$ cat src/hw/rtl/nsrm_pkg.sv
// Shared types and constants of the n-step replay memory.
`default_nettype none
package nsrm_pkg;
  localparam int MEMORY_DEPTH_DEF = 1024;
  localparam int MAX_NSTEP_DEF = 8;
  localparam int OP_W = 2;
  localparam int HW = 16;
  localparam int RW_IN = 32;
  localparam int RW = 36;
  localparam int RAND_W = 10;
  localparam int SIZE_W = 11;
  localparam int NSTEP_W = 4;

  localparam logic [OP_W-1:0] OP_PUSH = 2'd0;
  localparam logic [OP_W-1:0] OP_SAMPLE = 2'd1;
  localparam logic [OP_W-1:0] OP_CLEAR = 2'd2;

  localparam logic CFG_SIZE = 1'b0;
  localparam logic CFG_NSTEP = 1'b1;

  localparam logic [1:0] CMD_PUSH = 2'd0;
  localparam logic [1:0] CMD_SAMPLE = 2'd1;
  localparam logic [1:0] CMD_CLEAR = 2'd2;

  typedef struct packed {
    logic [1:0] cmd;
    logic [HW-1:0] graph;
    logic [HW-1:0] state;
    logic [HW-1:0] action;
    logic signed [RW_IN-1:0] reward;
    logic episode_end;
    logic [HW-1:0] final_h;
    logic [RAND_W-1:0] rnd;
  } cmd_t;

  typedef struct packed {
    logic [HW-1:0] graph;
    logic [HW-1:0] state;
    logic [HW-1:0] action;
    logic signed [RW-1:0] reward;
    logic [HW-1:0] next;
    logic terminal;
  } entry_t;

  localparam int ENTRY_W = 3 * HW + RW + HW + 1;
endpackage
`default_nettype wire

$ cat src/hw/rtl/nsrm_front.sv
// Front end: accepts items, classifies them and queues commands.
`default_nettype none
module nsrm_front (
  input  wire logic                      clk,
  input  wire logic                      rst_n,
  input  wire logic                      in_push,
  output logic                           in_full,
  input  wire logic [nsrm_pkg::OP_W-1:0] in_op,
  input  wire logic [nsrm_pkg::HW-1:0]   in_graph_handle,
  input  wire logic [nsrm_pkg::HW-1:0]   in_state_handle,
  input  wire logic [nsrm_pkg::HW-1:0]   in_action,
  input  wire logic signed [nsrm_pkg::RW_IN-1:0] in_reward,
  input  wire logic                      in_episode_end,
  input  wire logic [nsrm_pkg::HW-1:0]   in_final_handle,
  input  wire logic [nsrm_pkg::RAND_W-1:0] in_random_value,
  output logic                           q_valid,
  output nsrm_pkg::cmd_t                 q_cmd,
  input  wire logic                      q_take
);
  nsrm_pkg::cmd_t buf_r [2];
  logic rd_r, wr_r;
  logic [1:0] cnt_r;
  logic acc, useful;
  nsrm_pkg::cmd_t c;

  assign in_full = (cnt_r == 2'd2);
  assign useful = (in_op == nsrm_pkg::OP_PUSH) || (in_op == nsrm_pkg::OP_SAMPLE) ||
                  (in_op == nsrm_pkg::OP_CLEAR);
  assign acc = in_push && !in_full && useful;
  assign q_valid = (cnt_r != 2'd0);
  assign q_cmd = buf_r[rd_r];

  always_comb begin
    c.cmd = nsrm_pkg::CMD_PUSH;
    unique case (in_op)
      nsrm_pkg::OP_SAMPLE: c.cmd = nsrm_pkg::CMD_SAMPLE;
      nsrm_pkg::OP_CLEAR: c.cmd = nsrm_pkg::CMD_CLEAR;
      default: c.cmd = nsrm_pkg::CMD_PUSH;
    endcase
    c.graph = in_graph_handle;
    c.state = in_state_handle;
    c.action = in_action;
    c.reward = in_reward;
    c.episode_end = in_episode_end;
    c.final_h = in_final_handle;
    c.rnd = in_random_value;
  end

  always_ff @(posedge clk) begin
    if (acc) begin
      buf_r[wr_r] <= c;
    end
    if (!rst_n) begin
      rd_r <= 1'b0;
      wr_r <= 1'b0;
      cnt_r <= 2'd0;
    end else begin
      if (acc) wr_r <= ~wr_r;
      if (q_take) rd_r <= ~rd_r;
      cnt_r <= cnt_r + {1'b0, acc} - {1'b0, q_take};
    end
  end
endmodule
`default_nettype wire

$ cat config.mk
export PLATFORM = sky130hd
export DESIGN_NAME = nsrm_front
export DESIGN_NICKNAME = d
export VERILOG_FILES = /design/src/hw/rtl/nsrm_pkg.sv /design/src/hw/rtl/nsrm_front.sv
export SDC_FILE = /design/constraint.sdc
export NUM_CORES = 1
export LEC_CHECK = 0
export BUFFER_PORTS_ARGS = -buffer_cell sky130_fd_sc_hd__buf_2
export CAP_MARGIN = 20
export CORE_MARGIN = 4
export CORE_UTILIZATION = 47
export DETAILED_ROUTE_END_ITERATION = 8
export GPL_ROUTABILITY_DRIVEN = 0
export GPL_TIMING_DRIVEN = 0
export PLACE_DENSITY = 0.76
export SYNTH_ARGS = -nofsm -noshare
export SYNTH_HDL_FRONTEND = slang
export SYNTH_SLANG_ARGS = --single-unit
$ cat constraint.sdc
create_clock -name clk -period 6.4 [get_ports clk]
set_input_delay 1.28 -clock clk [delete_from_list [all_inputs] [get_ports clk]]
set_output_delay 1.28 -clock clk [all_outputs]
set_load 0.01 [all_outputs]
## Yosys cells after proc, flatten, opt, wreduce, memory -nomap -nowiden

Memories as Yosys holds them, arrays and structs flattened. A register that Yosys moved wholly into a read port is not among the register bits.
Cells that the tools add are included.

| operators by class | value |
|---|---|
| equality and inequality tests | 3 |
| reductions and logical operators | 7 |
| $add $sub $neg | 2 |
| mux-type cells | 5 |
| bitwise logic cells | 2 |

Operator list:

| operator | count |
|---|---|
| 2-bit == test, second input constant | 2 |
| 1-bit two-way mux | 4 |
| 2-bit case mux with 2 select lines | 1 |
| 2-bit by 1-bit adder with 2-bit output | 1 |
| 2-bit by 1-bit == test with 1-bit output, second input constant | 1 |
| 1-bit logical AND | 2 |
| 2-bit logical NOT | 1 |
| 1-bit logical OR | 2 |
| 1-bit inverter | 2 |
| 2-bit nonzero test | 1 |
| 2-bit by 1-bit subtractor with 2-bit output | 1 |
| 1-bit logical NOT | 1 |

| storage, ports and cells | value |
|---|---|
| bits in writable memories | 218 |
| word-level logic and storage cells | 23 |
| output and inout bits | 111 |
| register bits | 4 |
| bits of input ports | 113 |
| memories | 1 |

Memories:

| name | depth | bits a word | rd ports | clocked after memory_dff | write ports | RTL line | text |
|---|---|---|---|---|---|---|---|
| buf_r | 2 | 109 | 1 | 1 | 1 | nsrm_front.sv:20 | `nsrm_pkg::cmd_t buf_r [2];` |

## Longest topological paths before layout

Gate-level depths: netlist of the first run.

| depth | value |
|---|---|
| depth after elaboration | 6 |
| depth in mapped cells | 8 |
| gate-level depth less buffers | 8 |

## Least setup slack after synthesis of the first run

OpenSTA, ideal clock, no wires.

| timing | value |
|---|---|
| path type | input to register |
| start point | input port in_op[0] (netlist bit) |
| end point | memory buf_r[0][0] (netlist bit) (enable) |
| setup slack | -0.214 ns |
| data arrival time | 6.035 ns |
| required time | 5.821 ns |
| setup time | 0.579 ns |
| buffers on the path | 0 |
| cell stages on the path | 3 |
| cell sequence | nand2_1 > nand3b_1 > nor2_1 |

| between the ends | value |
|---|---|
| longest elaborated chain between the ends | 6 |
| elaborated cells between the ends (all ways) | 8 |
| classes of those cells | 2 x eq/ne; 2 x mux; 4 x reduce/logical |

RTL lines:

| item | RTL line | text |
|---|---|---|
| start, declared | nsrm_front.sv:8 | `input wire logic [nsrm_pkg::OP_W-1:0] in_op,` |
| 2-bit by 1-bit == test with 1-bit output / 2-bit logical NOT (equally long branches) | nsrm_front.sv:27 | `assign useful = (in_op == nsrm_pkg::OP_PUSH) \|\| (in_op == nsrm_pkg::OP_SAMPLE) \|\|` |
| 1-bit logical OR | nsrm_front.sv:27 |  |
| 1-bit logical OR * | nsrm_front.sv:27 |  |
| 1-bit logical AND * | nsrm_front.sv:29 | `assign acc = in_push && !in_full && useful;` |
| 1-bit two-way mux * | nsrm_front.sv:50 | `if (acc) begin` |
| 1-bit two-way mux (implied by the code) * | nsrm_front.sv:51 | `buf_r[wr_r] <= c;` |
| end, declared | nsrm_front.sv:20 |  |

Mark *: on every way between the ends. The rest lies on a longest branch, timed or not.

==> flow_summary.json, run 1 <==
{
  "status": "finished clean",
  "clk_path_buf_depth": 3,
  "grt_use_total_pct": 14.9,
  "synth_top_family_by_area": "multiplexers",
  "end_kind": "output pin",
  "yosysWarnings": 0,
  "p_int_mw": 2.83,
  "clock_sinks": 223,
  "rows": 47,
  "start_util_pct": 48.5,
  "grt_pass1_wl_um": 23400,
  "crit_top_cell": "buf_6",
  "hpwl_um": 10600,
  "path_delay_family": "buffers and inverters",
  "crit_path_max_incr_delay_ps": 320,
  "core-area_um2": 16800,
  "min_period_ps": 3080,
  "synth_ff_type": "edfxtp_1",
  "cp.arrival_ps": 1800,
  "drt-total-wl_um": 15000,
  "yosysMostFrequentCell": "edfxtp_1",
  "fin_skew_ps": 9.79,
  "power.switching_mw": 0.812,
  "synth_top_area_cell": "edfxtp_1",
  "wire_per_inst_um": 17.5,
  "fmax_ghz": 0.325,
  "post_cts_buffers": 0,
  "io_pins": 224,
  "netlist_instances": 366,
  "grt_max_degree": 34,
  "synth-xor-area-share_pct": 0.323,
  "synth_top_cells_by_area": "edfxtp_1 80%, mux2_2 14%, mux2_4 1.8%, dfxtp_1 1.2%, buf_2 0.55%",
  "dieArea_um2": 19500,
  "setup_slack_ps": 3320,
  "via_per_inst": 4.87,
  "tritoncts": "done",
  "area_growth_pct": 28.2,
  "syn_nets": 481,
  "crit_chain": "buf_6, buf_6, buf_6, mux2_4, buf_2",
  "async_reset_ff_share_pct": 0,
  "num_vias": 4170,
  "avgSynthCellArea_um2": 22.2,
  "whs_path_depth": 2,
  "grt_pass1_vias": 4508,
  "crit_path_start_kind": "flip-flop",
  "firstDrtPassIters": 4,
  "max_slew_margin_pct": 54.5,
  "chipHeight_um": 140,
  "finalNetCount": 735,
  "yosysUniqueCellTypes": 17,
  "postCtsResizedCells": 0,
  "min_path_type": "flip-flop to flip-flop",
  "htreeDepth": 1,
  "cap_violations": 0,
  "grtUsageMet2_pct": 26.4,
  "busiest_layer": "met2",
  "rsz0062_at_grt": "no",
  "pwr-share-clk_pct": 36.5,
  "cts-hold-fix-buffers": 0,
  "synth_simple_gate_area_share_pct": 0.938,
  "synth-compound-area-share_pct": 0,
  "slowest_stage": "dfxtp_1",
  "synth_edf_count": 218,
  "worstReg2RegEnd": "buf_r[0][25]",
  "combinationalPowerShare_pct": 14.0,
  "worst_skew_pair.late_latency_ps": 480,
  "setup_viol": 0,
  "min_from": "wr_r",
  "p_per_area_nw_per_um2": 349,
  "r2r_start": "cnt_r[1]",
  "die_w_um": 140,
  "grtUsageMet1_pct": 18.5,
  "critPathKind": "flip-flop to output pin",
  "slew_violations": 0,
  "use_met3_pct": 4.15,
  "netlist.area_leader.share_pct": 80.5,
  "swShare_pct": 22.3,
  "clk_pin_slew_worst_paths_ps": 60,
  "rrSetupSlack_ps": 4150,
  "place_area_um2": 9660,
  "grt_overflow": 0,
  "r2r_cells": 5,
  "syn-cell-area_um2": 8140,
  "cts_buffers": 23,
  "cp.required_ps": 5120,
  "synth-seq-cells": 223,
  "ir_worst_vdd_uv": 245,
  "ys_top_cells_by_count": "218 x edfxtp_1, 99 x mux2_2, 10 x mux2_4, 9 x buf_2, 5 x dfxtp_1",
  "holdPathEnd": "wr_r",
  "cp_max_fo": 10,
  "n_antenna_cell": 0,
  "seqPwrFrac_pct": 49.6,
  "drive_above_1_share_pct": 60.7,
  "portBuffers": 223,
  "hold_violations": 0,
  "worstMarginPinSlew_ps": 680,
  "cts-root-buf": "clkbuf_16",
  "fin_area_um2": 10400,
  "fin_crit_sh_pct": 48.1,
  "drc": 0,
  "synth-seq-area-share_pct": 81.7,
  "power_mw": 3.64,
  "leakagePower_nw": 3.93,
  "synth.area.mux_share_pct": 15.7,
  "synthAdderAreaFrac_pct": 0.308,
  "drt_iter0_drc": 161,
  "ant_nets": 0,
  "preCtsSetupSlack_ps": 3160,
  "path_buf_inv": 4,
  "antenna_found_initial": 0
}
[logic make-up after synthesis]
logic type / Yosys count
simple gates: 14
mux: 110
fa+ha+maj: 2
xor+xnor: 3
flops: 223
buf+inv: 14
[worst max path at each step]
| stage | slack [ps] | depth (start not counted) | from | endpoint |
|---|---|---|---|---|
| 5_1_grt | 3230 | 5 | flip-flop | q_cmd[100] |
| 6_report | 3320 | 5 | flip-flop | q_cmd[100] |
| 2_1_floorplan | -210 | 3 | in_op[0] | buf_r[0][0] |
| 3_3_place_gp | -2470 | 4 | in_op[0] | buf_r[1][35] |
| 4_1_cts | 3270 | 5 | flip-flop | q_cmd[100] |
| 3_5_place_dp | 3160 | 6 | in_op[0] | buf_r[0][31] |
[power by group through the flow]
stage	clock, mW	sequential (mW)	combinational [mW]
2_1_floorplan	0	1.85	0.288
3_3_place_gp	0	1.87	0.475
3_5_place_dp	0	1.84	0.516
4_1_cts	1.36	1.81	0.520
5_1_grt	1.43	1.82	0.550
6_report	1.33	1.80	0.508
[layout by cell type, fill, tap and decap left out, drive strengths merged, types with 3 or more instances in the layout]
master	netlist	routed
clkbuf	0	25
bufinv	0	4
clkinvlp	0	3
mux2	109	109
dfxtp	5	5
nor2b	3	3
edfxtp	218	218
clkinv	0	9
buf	12	241
nand2	3	3
and2	4	4
[worst reg2reg max path: cells and delay by family, from the launching register on]
family                 cells  cell delay [ps]
buffers and inverters      2              520
and+or+nand+nor            3             1080
DFF                        1              320
[flip-flops by register name (all words and copies together), names as in the netlist, named ones only]
signal / count
buf_r: 218
rd_r: 1
wr_r: 1
cnt_r: 2
[layout make-up]
class                      count  area [um2]
clock buffer                  25         583
fill                        1216        6330
inverter                       2        7.51
clock inverter                16         184
tap                          220         275
buffer                        12        78.8
sequential                   223        6650
multi-input combinational    129        1420
timing repair buffer         229        1240
[metrics by stage]
stage	hold slack, ps	util, %	std cells	setup TNS [ps]
finish	528	62.2	856	0
global placement	460	56.8	809	-537690
detailed placement	516	57.6	815	0
global route	543	62.2	856	0
floorplan	451	-	366	-46640
CTS	525	62.2	856	0
[layer usage]
metal | routed length [um] | share of wire (%)
met1 | 5750 | 38
met2 | 7790 | 52
met3 | 1220 | 8.1
met4 | 233 | 1.6
met5 | 0 | 0
Power figures use the tool's default switching activity.
==> run 2, diff against run 1 <==
--- a/config.mk
+++ b/config.mk
@@ -5,14 +5,15 @@
 export SDC_FILE = /design/constraint.sdc
 export NUM_CORES = 1
 export LEC_CHECK = 0
+export ABC_AREA = 1
 export BUFFER_PORTS_ARGS = -buffer_cell sky130_fd_sc_hd__buf_2
 export CAP_MARGIN = 20
 export CORE_MARGIN = 4
-export CORE_UTILIZATION = 47
+export CORE_UTILIZATION = 52
 export DETAILED_ROUTE_END_ITERATION = 8
 export GPL_ROUTABILITY_DRIVEN = 0
 export GPL_TIMING_DRIVEN = 0
-export PLACE_DENSITY = 0.76
+export PLACE_DENSITY = 0.79
 export SYNTH_ARGS = -nofsm -noshare
 export SYNTH_HDL_FRONTEND = slang
 export SYNTH_SLANG_ARGS = --single-unit
==> constraint.sdc (replaced) <==
create_clock -name clk -period 3.1 [get_ports clk]
set_input_delay 0.62 -clock clk [delete_from_list [all_inputs] [get_ports clk]]
set_output_delay 0.62 -clock clk [all_outputs]
set_load 0.01 [all_outputs]
==> run 2 against run 1 <==
  * Die area fell by 9.0%
  * Power grew 87%
  * Via count is 2.2% higher
  * Final area decreased by 1.2%
  * Clock skew down 4.7 ps
  * Routed wire length grew 0.56%
  * Critical endpoint is now q_cmd[106]
  * Largest cell class unchanged
  * Largest power group unchanged
==> flow_summary.json, run 2 <==
{
  "cts-hold-fix-buffers": 0,
  "setup-tns-final_ps": 0,
  "num_vias": 4261,
  "core-area_um2": 15300,
  "min_period_ps": 2410,
  "rows": 45,
  "p_per_area_nw_per_um2": 660,
  "cts-root-buf": "clkbuf_16",
  "grt_use_total_pct": 16.8,
  "grt_pass1_vias": 4594,
  "min_path_type": "input port to flip-flop",
  "hold_ws_ps": 320,
  "tritoncts": "done",
  "avgSynthCellArea_um2": 21.5,
  "drt-total-wl_um": 15100,
  "hpwl_um": 10400,
  "worstMarginPinSlew_ps": 863,
  "finalNetCount": 747,
  "syn_nets": 494,
  "clock_sinks": 223,
  "htreeDepth": 1,
  "dp_cells": 818,
  "cts_buffers": 23,
  "rsz0062_at_grt": "no",
  "syn-cell-area_um2": 8150,
  "dieArea_um2": 17700,
  "synth-seq-cells": 223,
  "grt_overflow": 0,
  "top_regs": "buf_r x218, cnt_r x2",
  "ant_nets": 0,
  "clk_path_buf_depth": 3,
  "synth_edf_count": 218,
  "power.switching_mw": 1.47,
  "grt_max_degree": 44,
  "antenna_found_initial": 1,
  "preCtsSetupSlack_ps": 414,
  "async_reset_ff_share_pct": 0,
  "netlist_instances": 379,
  "firstDrtPassIters": 4,
  "max_slew_margin_pct": 42.3,
  "end_kind": "output pin",
  "largest_reg_flops": 218,
  "fmax_ghz": 0.414,
  "power_mw": 6.80,
  "synth_top_area_cell": "edfxtp_1",
  "yosysUniqueCellTypes": 14,
  "portBuffers": 223,
  "drt_iter0_drc": 253,
  "area_growth_pct": 26.5,
  "hold_violations": 0,
  "ir_worst_vdd_uv": 547,
  "fin_area_um2": 10300,
  "fin_crit_sh_pct": 77.9,
  "netlist.area_leader.share_pct": 80.4,
  "clk_pin_slew_worst_paths_ps": 60,
  "start_util_pct": 53.4,
  "chipHeight_um": 133,
  "crit_path_start_kind": "flip-flop",
  "synth-seq-area-share_pct": 81.6,
  "grt_pass1_wl_um": 23800,
  "slew_violations": 0,
  "cp.required_ps": 2480,
  "final_common_cell": "buf_2",
  "leakagePower_nw": 3.92,
  "p_int_mw": 5.33,
  "synth_ff_type": "edfxtp_1",
  "critPathKind": "flip-flop to output pin",
  "utilization_pct": 67.5,
  "regMostFlops": "buf_r",
  "cp_max_fo": 10,
  "fin_skew_ps": 5.07,
  "worst_skew_pair.late_latency_ps": 480,
  "final_cell_mix": "232 x buf_2, 218 x edfxtp_1, 99 x mux2_2",
  "synth_top_cells_by_area": "edfxtp_1 80%, mux2_2 14%, mux2_4 1.8%, dfxtp_1 1.2%, buf_2 0.55%",
  "yosysMostFrequentCell": "edfxtp_1",
  "post_cts_buffers": 0,
  "via_per_inst": 4.98,
  "place_area_um2": 9650,
  "ys_top_cells_by_count": "218 x edfxtp_1, 99 x mux2_2, 11 x nor2_1, 10 x mux2_4, 10 x nand2_1",
  "die_w_um": 133,
  "drive_above_1_share_pct": 59.0,
  "swShare_pct": 21.6,
  "io_pins": 224,
  "drc": 0,
  "finalNonFillerCells": 855,
  "postCtsResizedCells": 0,
  "cp.arrival_ps": 1790,
  "wire_per_inst_um": 17.6,
  "seqPwrFrac_pct": 52.8,
  "pwr-share-clk_pct": 36.1,
  "setup_viol": 0,
  "status": "finished clean",
  "setup_slack_ps": 686,
  "yosysWarnings": 0,
  "combinationalPowerShare_pct": 11.1,
  "cap_violations": 0,
  "n_antenna_cell": 0
}
[run 2: per-layer routing]
layer | up-vias | GRT usage [%] | share of wire (%)
met5 | - | 0 | 0.046
met4 | 2 | 3.66 | 1.2
met3 | 20 | 5.85 | 9.9
met2 | 168 | 29.0 | 50
met1 | 2086 | 20.8 | 39
li1 | 1985 | - | -
[run 2: cell type report]
| cell class | count | area (um2) |
|---|---|---|
| clock inverters | 7 | 57.6 |
| fillers | 998 | 4950 |
| repair buffers | 228 | 1220 |
| plain buffers | 12 | 78.8 |
| flip-flops and latches | 223 | 6650 |
| clock buffers | 30 | 602 |
| well taps | 211 | 264 |
| multi-input cells | 136 | 1400 |
| inverters | 8 | 33.8 |
[run 2: critical path: stages (launching register included)]
cell and delay [ps]:
dfxtp_1 320, buf_6 160, buf_6 170, buf_6 190, mux2_4 320, buf_2 140
[run 2: logic make-up (layout without fill, tap and decap cells)]
logic type / count (synthesis) / in the layout / share of synthesized area (%)
flip-flops: 223 / 223 / 81.6
multiplexers: 109 / 109 / 15.5
AND/OR/NAND/NOR: 24 / 24 / 1.18
buffers and inverters: 20 / 285 / 1.34
adder cells (fa/ha/maj): 2 / 2 / 0.307
AO/OA/AOI/OAI: 1 / 1 / 0.0614
[run 2: path summary, 6_finish.rpt]
kind | from | endpoint | slack (ps) | cells past startpoint
worst max-delay path | flip-flop | q_cmd[106] | 690 | 5
worst max register to register | cnt_r[1] | buf_r[0][20] | 800 | 7
worst min-delay path | in_action[10] | buf_r[1][69] | 320 | 1
worst min register to register | rd_r | flip-flop | 520 | 2
[run 2: power groups by stage]
stage | Combinational (mW) | Sequential, mW | Clock (mW)
2_1_floorplan | 0.415 | 3.65 | 0
3_3_place_gp | 0.708 | 3.66 | 0
3_5_place_dp | 0.764 | 3.66 | 0
4_1_cts | 0.770 | 3.59 | 2.52
5_1_grt | 0.820 | 3.61 | 2.65
6_report | 0.755 | 3.59 | 2.45
==> run 3, diff against run 2 <==
--- a/config.mk
+++ b/config.mk
@@ -9,11 +9,11 @@
 export BUFFER_PORTS_ARGS = -buffer_cell sky130_fd_sc_hd__buf_2
 export CAP_MARGIN = 20
 export CORE_MARGIN = 4
-export CORE_UTILIZATION = 52
+export CORE_UTILIZATION = 47
 export DETAILED_ROUTE_END_ITERATION = 8
 export GPL_ROUTABILITY_DRIVEN = 0
 export GPL_TIMING_DRIVEN = 0
-export PLACE_DENSITY = 0.79
+export PLACE_DENSITY = 0.76
 export SYNTH_ARGS = -nofsm -noshare
 export SYNTH_HDL_FRONTEND = slang
 export SYNTH_SLANG_ARGS = --single-unit
==> constraint.sdc (replaced) <==
create_clock -name clk -period 1.96 [get_ports clk]
set_input_delay 0.392 -clock clk [delete_from_list [all_inputs] [get_ports clk]]
set_output_delay 0.392 -clock clk [all_outputs]
set_load 0.01 [all_outputs]
==> run 3 against run 2 <==
  * The run now ends with setup timing left
  * First-iteration DRC count fell by 15%
  * Routed wire length rose by 12%
  * Highest routed layer unchanged
  * Register-to-register slack got worse by 680 ps
  * Flip-flop and latch count did not move
  * Utilization fell by 1.4 points
  * Non-clock buffer count rose by 13
  * Hold slack got worse by 230 ps
  * Global-route usage fell by 0.13 points
  * Largest cell class unchanged
  * Power rose by 70%
==> flow_summary.json, run 3 (synthesized netlist as in run 2, its figures left out) <==
{
  "pwr-share-clk_pct": 38.0,
  "combinationalPowerShare_pct": 12.8,
  "fmax_ghz": 0.477,
  "clk_path_buf_depth": 3,
  "wire_per_inst_um": 19.1,
  "final_common_cell": "edfxtp_1",
  "critPathKind": "flip-flop to output pin",
  "end_kind": "output pin",
  "grt_overflow": 0,
  "ir_worst_vdd_uv": 949,
  "setup_slack_ps": -135,
  "slew_violations": 0,
  "p_int_mw": 9.06,
  "htreeDepth": 1,
  "hold_ws_ps": 85.8,
  "antenna_found_initial": 2,
  "utilization_pct": 66.2,
  "max_slew_margin_pct": 59.0,
  "portBuffers": 223,
  "clock_sinks": 223,
  "grt_max_degree": 38,
  "min_period_ps": 2090,
  "worst_skew_pair.late_latency_ps": 490,
  "clk_pin_slew_worst_paths_ps": 60,
  "drive_above_1_share_pct": 61.1,
  "largest_reg_flops": 218,
  "dp_cells": 827,
  "worstMarginPinSlew_ps": 614,
  "firstDrtPassIters": 4,
  "hold_violations": 0,
  "power.switching_mw": 2.50,
  "io_pins": 224,
  "swShare_pct": 21.6,
  "area_growth_pct": 36.2,
  "chipHeight_um": 140,
  "grt_pass1_vias": 4882,
  "cp_max_fo": 6,
  "top_regs": "buf_r x218, cnt_r x2",
  "regMostFlops": "buf_r",
  "num_vias": 4388,
  "failed_checks": "setup timing",
  "fin_crit_sh_pct": 107,
  "tritoncts": "done",
  "rows": 47,
  "ant_nets": 0,
  "crit_path_start_kind": "flip-flop",
  "rsz0062_at_grt": "yes",
  "final_cell_mix": "218 x edfxtp_1, 185 x buf_2, 71 x mux2_2",
  "seqPwrFrac_pct": 49.2,
  "p_per_area_nw_per_um2": 1040,
  "cts_buffers": 23,
  "drc": 0,
  "setup_viol": 102,
  "via_per_inst": 4.96,
  "grt_use_total_pct": 16.7,
  "place_area_um2": 9680,
  "cap_violations": 0,
  "fin_area_um2": 11100,
  "preCtsSetupSlack_ps": -444,
  "drt_iter0_drc": 214,
  "leakagePower_nw": 4.28,
  "power_mw": 11.6,
  "drt-total-wl_um": 16800,
  "fin_skew_ps": 8.72,
  "finalNonFillerCells": 884,
  "grt_pass1_wl_um": 26200,
  "cp.required_ps": 1570,
  "hpwl_um": 11300,
  "n_antenna_cell": 0,
  "cp.arrival_ps": 1700,
  "min_path_type": "input port to flip-flop",
  "finalNetCount": 763,
  "die_w_um": 140,
  "dieArea_um2": 19500,
  "cts-root-buf": "clkbuf_16",
  "start_util_pct": 48.6,
  "status": "finished with violations",
  "setup-tns-final_ps": -8720,
  "core-area_um2": 16800
}
==> run 3: changes by cell type in the layout (fill, tap and decap cells not counted), moves of 3 or more <==
cell        delta
bufinv_16      +3
mux2_4        +28
clkbuf_1       -3
buf_2         -47
buf_8          +4
buf_12         +7
buf_4          +8
buf_6         +39
mux2_2        -28
clkinvlp_4     +3
==> run 3: metal layers <==
metal / track usage, % / vias up / wire length (um)
met4: 5.30 / 4 / 476
li1: - / 2032 / -
met2: 29.3 / 165 / 8680
met5: 0 / - / 14
met3: 5.08 / 39 / 1300
met1: 19.8 / 2148 / 6380
==> run 3: final timing paths <==
| kind | from | end | slack [ps] | cells past startpoint |
|---|---|---|---|---|
| min | in_state_handle[9] | buf_r[1][84] | 90 | 1 |
| max reg2reg | cnt_r[1] | cnt_r[1] | 120 | 10 |
| min reg2reg | rd_r | flip-flop | 500 | 2 |
| max | flip-flop | q_cmd[105] | -130 | 5 |
==> run 3: repair_timing <==
action | in CTS | in global routing
pin swaps | 1 | 0
cloned | 4 | 2
setup buffers | 6 | 5
hold buffers | 0 | 0
endpoints found under the setup margin | 284 | 147
resized for setup | 71 | 39
==> run 3: layout make-up <==
| cell class | count | area [um2] |
|---|---|---|
| multi-input combinational | 137 | 1530 |
| clock buffer | 27 | 591 |
| clock inverter | 14 | 179 |
| inverter | 8 | 33.8 |
| timing repair inverter | 2 | 15.0 |
| timing repair buffer | 242 | 1650 |
| tap | 220 | 275 |
| buffer | 11 | 170 |
| fill | 1123 | 5670 |
| sequential | 223 | 6650 |
==> run 3: power by group through the flow <==
| stage | registers (mW) | clock network [mW] | logic, mW |
|---|---|---|---|
| after floorplan | 5.77 | 0 | 0.660 |
| after global routing | 5.71 | 4.71 | 1.59 |
| after detailed placement | 5.79 | 0 | 1.23 |
| after global placement | 5.79 | 0 | 1.13 |
| final | 5.69 | 4.39 | 1.48 |
| after CTS | 5.69 | 4.48 | 1.41 |
==> run 3: critical path, cell delays in order, from the launching register on <==
cell and delay, ps:
dfxtp_4 360, buf_12 140, buf_12 140, clkbuf_16 160
mux2_4 300, buf_6 120
